## src/design/circular_or_linear_mean_spread_core_assert.svh

```systemverilog
// Assertion macros for the mean and spread core.
`ifndef CIRCULAR_OR_LINEAR_MEAN_SPREAD_CORE_ASSERT_SVH
`define CIRCULAR_OR_LINEAR_MEAN_SPREAD_CORE_ASSERT_SVH

// implication checked in the same cycle
`define CLMS_ASSERT_NOW(label, ante, cons, msg) \
    label: assert property (@(posedge aclk) disable iff (!aresetn) (ante) |-> (cons)) \
        else $error(msg);

// implication checked in the cycle after the antecedent
`define CLMS_ASSERT_NEXT(label, ante, cons, msg) \
    label: assert property (@(posedge aclk) disable iff (!aresetn) (ante) |=> (cons)) \
        else $error(msg);

`endif

```

## src/design/clms_pkg.sv

```systemverilog
// Types, constants and the arctangent table of the mean and spread core.
package clms_pkg;

    localparam int DEF_MAX_VALUES   = 1024;
    localparam int DEF_CORDIC_STEPS = 24;
    localparam int SHW              = 5;

    localparam logic signed [33:0] X_INIT = 34'sd652032874;

    localparam logic [1:0] STAT_OK    = 2'd0;
    localparam logic [1:0] STAT_ZERO  = 2'd1;
    localparam logic [1:0] STAT_EMPTY = 2'd2;
    localparam logic [1:0] STAT_OVF   = 2'd3;

    typedef struct packed {
        logic signed [31:0] value;
        logic               last;
    } clms_in_t;

    typedef struct packed {
        logic signed [31:0] mean;
        logic [31:0]        max_dev;
        logic [1:0]         status;
    } clms_out_t;

    typedef enum logic [2:0] {
        ST_IDLE, ST_ROT, ST_ACC, ST_FIN, ST_VEC, ST_DIV, ST_SWEEP, ST_OUT
    } clms_state_t;

    typedef struct packed {
        logic load;
        logic rot_step;
        logic rot_acc;
        logic vec_init;
        logic vec_step;
        logic div_init;
        logic div_step;
        logic sweep_rd;
        logic sweep_cmp;
        logic out_load;
    } clms_cmd_t;

    typedef struct packed {
        logic stored;
        logic last;
        logic periodic;
        logic busy;
    } clms_sts_t;

    function automatic logic [31:0] arc(input logic [SHW-1:0] i);
        logic [31:0] r;
        case (i)
            5'd0:  r = 32'h20000000;
            5'd1:  r = 32'h12E4051E;
            5'd2:  r = 32'h09FB385B;
            5'd3:  r = 32'h051111D4;
            5'd4:  r = 32'h028B0D43;
            5'd5:  r = 32'h0145D7E1;
            5'd6:  r = 32'h00A2F61E;
            5'd7:  r = 32'h00517C55;
            5'd8:  r = 32'h0028BE53;
            5'd9:  r = 32'h00145F2F;
            5'd10: r = 32'h000A2F98;
            5'd11: r = 32'h000517CC;
            5'd12: r = 32'h00028BE6;
            5'd13: r = 32'h000145F3;
            5'd14: r = 32'h0000A2FA;
            5'd15: r = 32'h0000517D;
            5'd16: r = 32'h000028BE;
            5'd17: r = 32'h0000145F;
            5'd18: r = 32'h00000A30;
            5'd19: r = 32'h00000518;
            5'd20: r = 32'h0000028C;
            5'd21: r = 32'h00000146;
            5'd22: r = 32'h000000A3;
            5'd23: r = 32'h00000051;
            5'd24: r = 32'h00000029;
            5'd25: r = 32'h00000014;
            5'd26: r = 32'h0000000A;
            5'd27: r = 32'h00000005;
            5'd28: r = 32'h00000003;
            5'd29: r = 32'h00000001;
            5'd30: r = 32'h00000001;
            default: r = 32'h00000000;
        endcase
        return r;
    endfunction

endpackage

```

## src/design/clms_ctrl.sv

```systemverilog
// Sequencer of the mean and spread core.
module clms_ctrl #(
    parameter int MAX_VALUES   = clms_pkg::DEF_MAX_VALUES,
    parameter int CORDIC_STEPS = clms_pkg::DEF_CORDIC_STEPS,
    parameter int CW           = $clog2(MAX_VALUES + 1),
    parameter int AW           = $clog2(MAX_VALUES)
) (
    input  logic                     aclk,
    input  logic                     aresetn,
    input  logic                     s_valid,
    input  logic                     s_last,
    output logic                     s_ready,
    input  clms_pkg::clms_sts_t      sts,
    input  logic [CW-1:0]            count,
    output clms_pkg::clms_cmd_t      cmd,
    output logic [clms_pkg::SHW-1:0] step_idx,
    output logic [AW-1:0]            sweep_addr
);
    import clms_pkg::*;

    localparam int DIVB = 32 + CW + 1;
    localparam int KW   = $clog2(DIVB + 1);
    localparam logic [KW-1:0] ROT_END = KW'(CORDIC_STEPS - 1);
    localparam logic [KW-1:0] DIV_END = KW'(DIVB - 1);

    clms_state_t   state_reg, state_next;
    logic [KW-1:0] step_reg, step_next;
    logic [CW-1:0] sweep_reg, sweep_next;
    logic          pend_reg, pend_next;

    always_ff @(posedge aclk) begin
        if (!aresetn) begin
            state_reg <= ST_IDLE;
            step_reg  <= '0;
            sweep_reg <= '0;
            pend_reg  <= 1'b0;
        end else begin
            state_reg <= state_next;
            step_reg  <= step_next;
            sweep_reg <= sweep_next;
            pend_reg  <= pend_next;
        end
    end

    assign step_idx   = step_reg[SHW-1:0];
    assign sweep_addr = sweep_reg[AW-1:0];
    assign s_ready    = (state_reg == ST_IDLE);

    always_comb begin
        state_next = state_reg;
        step_next  = step_reg;
        sweep_next = sweep_reg;
        pend_next  = 1'b0;
        cmd        = '0;
        case (state_reg)
            ST_IDLE: begin
                if (s_valid) begin
                    cmd.load  = 1'b1;
                    step_next = '0;
                    if (sts.stored) state_next = ST_ROT;
                    else if (s_last) state_next = ST_FIN;
                end
            end
            ST_ROT: begin
                cmd.rot_step = 1'b1;
                step_next    = step_reg + 1'b1;
                if (step_reg == ROT_END) begin
                    state_next = ST_ACC;
                    step_next  = '0;
                end
            end
            ST_ACC: begin
                cmd.rot_acc = 1'b1;
                state_next  = sts.last ? ST_FIN : ST_IDLE;
            end
            ST_FIN: begin
                step_next = '0;
                if (sts.periodic) begin
                    cmd.vec_init = 1'b1;
                    state_next   = ST_VEC;
                end else begin
                    cmd.div_init = 1'b1;
                    state_next   = ST_DIV;
                end
            end
            ST_VEC: begin
                cmd.vec_step = 1'b1;
                step_next    = step_reg + 1'b1;
                if (step_reg == ROT_END) begin
                    state_next = ST_SWEEP;
                    sweep_next = '0;
                end
            end
            ST_DIV: begin
                cmd.div_step = 1'b1;
                step_next    = step_reg + 1'b1;
                if (step_reg == DIV_END) begin
                    state_next = ST_SWEEP;
                    sweep_next = '0;
                end
            end
            ST_SWEEP: begin
                cmd.sweep_cmp = pend_reg;
                if (sweep_reg < count) begin
                    cmd.sweep_rd = 1'b1;
                    pend_next    = 1'b1;
                    sweep_next   = sweep_reg + 1'b1;
                end else if (!pend_reg) begin
                    state_next = ST_OUT;
                end
            end
            ST_OUT: begin
                if (!sts.busy) begin
                    cmd.out_load = 1'b1;
                    state_next   = ST_IDLE;
                end
            end
            default: state_next = ST_IDLE;
        endcase
    end

`include "circular_or_linear_mean_spread_core_assert.svh"

    `CLMS_ASSERT_NOW(a_sweep_in_range, state_reg == ST_SWEEP, sweep_reg <= count, "sweep past count")
    `CLMS_ASSERT_NOW(a_out_free, cmd.out_load, !sts.busy, "result loaded over pending word")
    `CLMS_ASSERT_NEXT(a_cmp_follows_rd, cmd.sweep_rd, cmd.sweep_cmp, "read not compared")
    `CLMS_ASSERT_NEXT(a_load_leaves_idle, s_valid && s_ready && sts.stored, state_reg == ST_ROT, "stored word not rotated")

endmodule

```

## config.mk

```make
export PLATFORM = sky130hd
export DESIGN_NAME = clms_ctrl
export DESIGN_NICKNAME = d
export VERILOG_FILES = /design/src/design/clms_pkg.sv /design/src/design/clms_ctrl.sv
export VERILOG_INCLUDE_DIRS = /design/src /design/src/design
export SDC_FILE = /design/constraint.sdc
export NUM_CORES = 1
export LEC_CHECK = 0
export BUFFER_PORTS_ARGS = -buffer_cell sky130_fd_sc_hd__buf_2
export CORE_AREA = 2 2 75 77
export DETAILED_ROUTE_END_ITERATION = 8
export DIE_AREA = 0 0 77 79
export GPL_TIMING_DRIVEN = 0
export SYNTH_ARGS = -nofsm -noshare
export SYNTH_HDL_FRONTEND = slang
export SYNTH_SLANG_ARGS = --single-unit
```

## constraint.sdc

```tcl
create_clock -name aclk -period 2.7 [get_ports aclk]
set_input_delay 0.135 -clock aclk [delete_from_list [all_inputs] [get_ports aclk]]
set_output_delay 0.135 -clock aclk [all_outputs]
set_load 0.05 [all_outputs]
```

==> impl_metrics.csv <==
group,metric,value,unit
timing,fin_skew,0.002533,ns
global_routing,globalRoute.totalOverflow,0,
timing,endpoints_failing_setup,0,
global_routing,grt_antenna_before_repair,0,
timing,worstMarginPinSlew,0.6659,ns
logic_synthesis,synth_sequential_area_ratio,0.2633,
logic_synthesis,synth.avg_cell_area,7.826,um2
placement,dp_hpwl,2930,um
critical_path,critical_path.endpoint_type,"primary output",
logic_synthesis,synthCells,204,
layout,largest_register_ff_count,11,
layout,n_antenna_cell,0,
logic_synthesis,synthDistinctLibCells,42,
global_routing,gr-usage-met1,0.1650,
status,outcome,"complete, no violations",
routing,drcViolationCount,0,
floorplan,core,5338,um2
critical_path,reg2reg_slack,0.43,ns
cts,tritoncts_num_sinks,21,
floorplan,ioPinCount,45,
layout,nFillCells,604,
logic_synthesis,yosys_most_used_dff,"dfxtp_1",
floorplan,rows,27,
cts,numCtsBuffers,3,
critical_path,cp.arrival,2.28,ns
timing,post-route-period-util,0.8963,
routing,routed_wirelength,3888,um
logic_synthesis,postSynthNetCount,235,
layout,post_route_cells_drive_above_1_share,0.2897,
logic_synthesis,synth-edff-count,0,
timing,hold_vio_cnt_final,0,
floorplan,die_height,79,um
timing,grt_setup_unrepaired,"false",
global_routing,grt_busiest_layer,"met2",
global_routing,wire_length_of_the_first_global_routing_pass,6610,um
layout,syn2layout_area_growth,22.57,%
critical_path,worst-path-max-fanout,7,
cts,clock_tree_from_tritoncts,"yes",
floorplan,chipWidth,77,um
global_routing,grt_start_max_net_pins,12,
cts,clkSlewWorstSetupHoldPaths,0.08,ns
timing,clock.fmax,0.4132,GHz
cts,cts.path.max_buffers,2,
placement,globalplace.congestion,0.8065,
critical_path,path_class,"register to primary output",
global_routing,number_of_global_route_vias_before_repair,1477,
routing,drt-wirelength-per-cell,12.00,um
cts,cts.root.buffer_cell,"clkbuf_8",
timing,totalNegativeSetupSlack,0,ns
hold_path,worst_hold_path_type,"input port to register",
power,peakVddDrop,0.0005716,V
power,power_per_cell_area,622.7,nW/um2
cts,htreeDepth,1,
logic_synthesis,synthArstFlopShare,0,
routing,ant_nets,0,
timing,slew_headroom,0.5544,
routing,detail_route.iter0.violations,61,
placement,io_buffer_count,44,
cts,cts_hold_repair.buffers,0,
floorplan,initial_utilization,0.2991,
timing,timing.final.crit_period,2.420,ns
cts,count_of_instances_resized_after_the_clock_tree_is_built,0,
floorplan,die_area,6083,um2
timing,timing.final.max_slew_violations,0,
routing,route.detailed.vias_per_inst,4.969,
power,power_leakage,0.9786,nW
logic_synthesis,yosys_warnings,0,
critical_path,timing.critical_path.from_type,"register",
job,max_cap_violations,0,
global_routing,gr-usage-met2,0.2333,
power,design_power_total,1.219,mW
critical_path,worst_ep_required_time,2.57,ns
layout,fin_cells,324,
logic_synthesis,synthesis.area,1597,um2
global_routing,globalRouteMet3Util,0.02955,
routing,number_of_iterations_in_the_first_detailed_routing_pass,4,
cts,worst_skew_pair.late_latency,0.26,ns
routing,route.vias.total,1610,
layout,final_nets,284,
global_routing,global_route_usage_sum,0.1311,
cts,post_cts.repair.setup_buffers,0,
placement,placed_cells,320,
logic_synthesis,postSynthRegisterBits,21,
-- stage by stage --
step / setup WS, ns / instance area [um2] / hold slack (ns) / util
CTS: 0.1352 / 1952 / 0.1673 / 0.3657
floorplan: 0.1631 / 1597 / 0.2819 / -
global placement: 0.4318 / 1907 / 0.4469 / 0.3572
detailed placement: 0.4130 / 1907 / 0.4508 / 0.3572
finish: 0.2801 / 1957 / 0.1723 / 0.3666
global route: 0.04080 / 1957 / 0.1697 / 0.3666
-- logic make-up (layout without fill, tap and decap cells) --
logic type	after synthesis	count (layout)	synth area share
buffers and inverters	33	81	0.1152
multiplexers	3	3	0.01881
adder cells (fa/ha/maj)	12	12	0.09404
AO/OA/AOI/OAI	51	51	0.2288
flip-flops	21	21	0.2633
XOR/XNOR	5	5	0.02743
AND/OR/NAND/NOR	79	79	0.2524
-- cell usage after synthesis (all sizes together), types with 4 or more instances --
cell	number	area [um2]
nand3	8	40.04
buf	18	127.6
a21o	7	52.55
o211ai	6	45.04
nand4	4	25.02
a21oi	8	40.04
and3	6	37.54
ha	12	150.1
nor2	15	56.30
inv	14	52.55
o21ai	9	48.80
dfxtp	21	420.4
nand2	23	86.33
a31oi	5	31.28
nor3	7	35.03
-- worst paths after layout --
| kind | start | end | cells past startpoint |
|---|---|---|---|
| worst min register to register | sweep_reg[10]$_SDFFE_PN0P_ | sweep_reg[10]$_SDFFE_PN0P_ | 1 |
| worst max-delay path | sweep_reg[4]$_SDFFE_PN0P_ | cmd[2] | 7 |
| worst min-delay path | aresetn | sweep_reg[0]$_SDFFE_PN0P_ | 2 |
| worst max register to register | sweep_reg[9]$_SDFFE_PN0P_ | sweep_reg[9]$_SDFFE_PN0P_ | 7 |
-- cells in the final DEF (no fill, tap or decap), drive strengths merged, types with 4 or more instances in the layout --
master	instances
ha	12
nand4	4
a21oi	8
and3	6
buf	61
a21o	7
o211ai	6
nor3	7
clkbuf	6
o21ai	9
a31oi	5
nor2	15
dfxtp	21
nand2	23
inv	14
nand3	8
-- power by group --
group | leakage (nW) | switching, mW | internal [mW]
Sequential | 0.171 | 0.0159 | 0.339
Clock | 0.0228 | 0.106 | 0.105
Combinational | 0.785 | 0.453 | 0.198
Total | 0.979 | 0.575 | 0.643
-- final cells by class --
class / count / area [um2] / area share
Clock buffer: 4 / 45.04 / 0.02302
Sequential cell: 21 / 422.9 / 0.2161
Buffer: 19 / 131.4 / 0.06714
Timing Repair Buffer: 44 / 222.7 / 0.1138
Multi-Input combinational cell: 150 / 992.2 / 0.5070
Inverter: 14 / 52.55 / 0.02685
Tap cell: 72 / 90.09 / 0.04604
-- metal layers --
| layer | part of all wire | wire, um |
|---|---|---|
| met5 | 0 | 0 |
| met1 | 0.46 | 1798 |
| met3 | 0.064 | 250 |
| met2 | 0.47 | 1818 |
| met4 | 0.0049 | 19 |
-- critical path, cell delays in order, from the launching register on --
cell,delay (ns)
dfxtp_1,0.44
ha_1,0.28
a21o_1,0.17
a221oi_2,0.29
o21a_1,0.20
o21ai_0,0.20
nor2_1,0.19
clkbuf_4,0.25
Power figures use the tool's default switching activity.
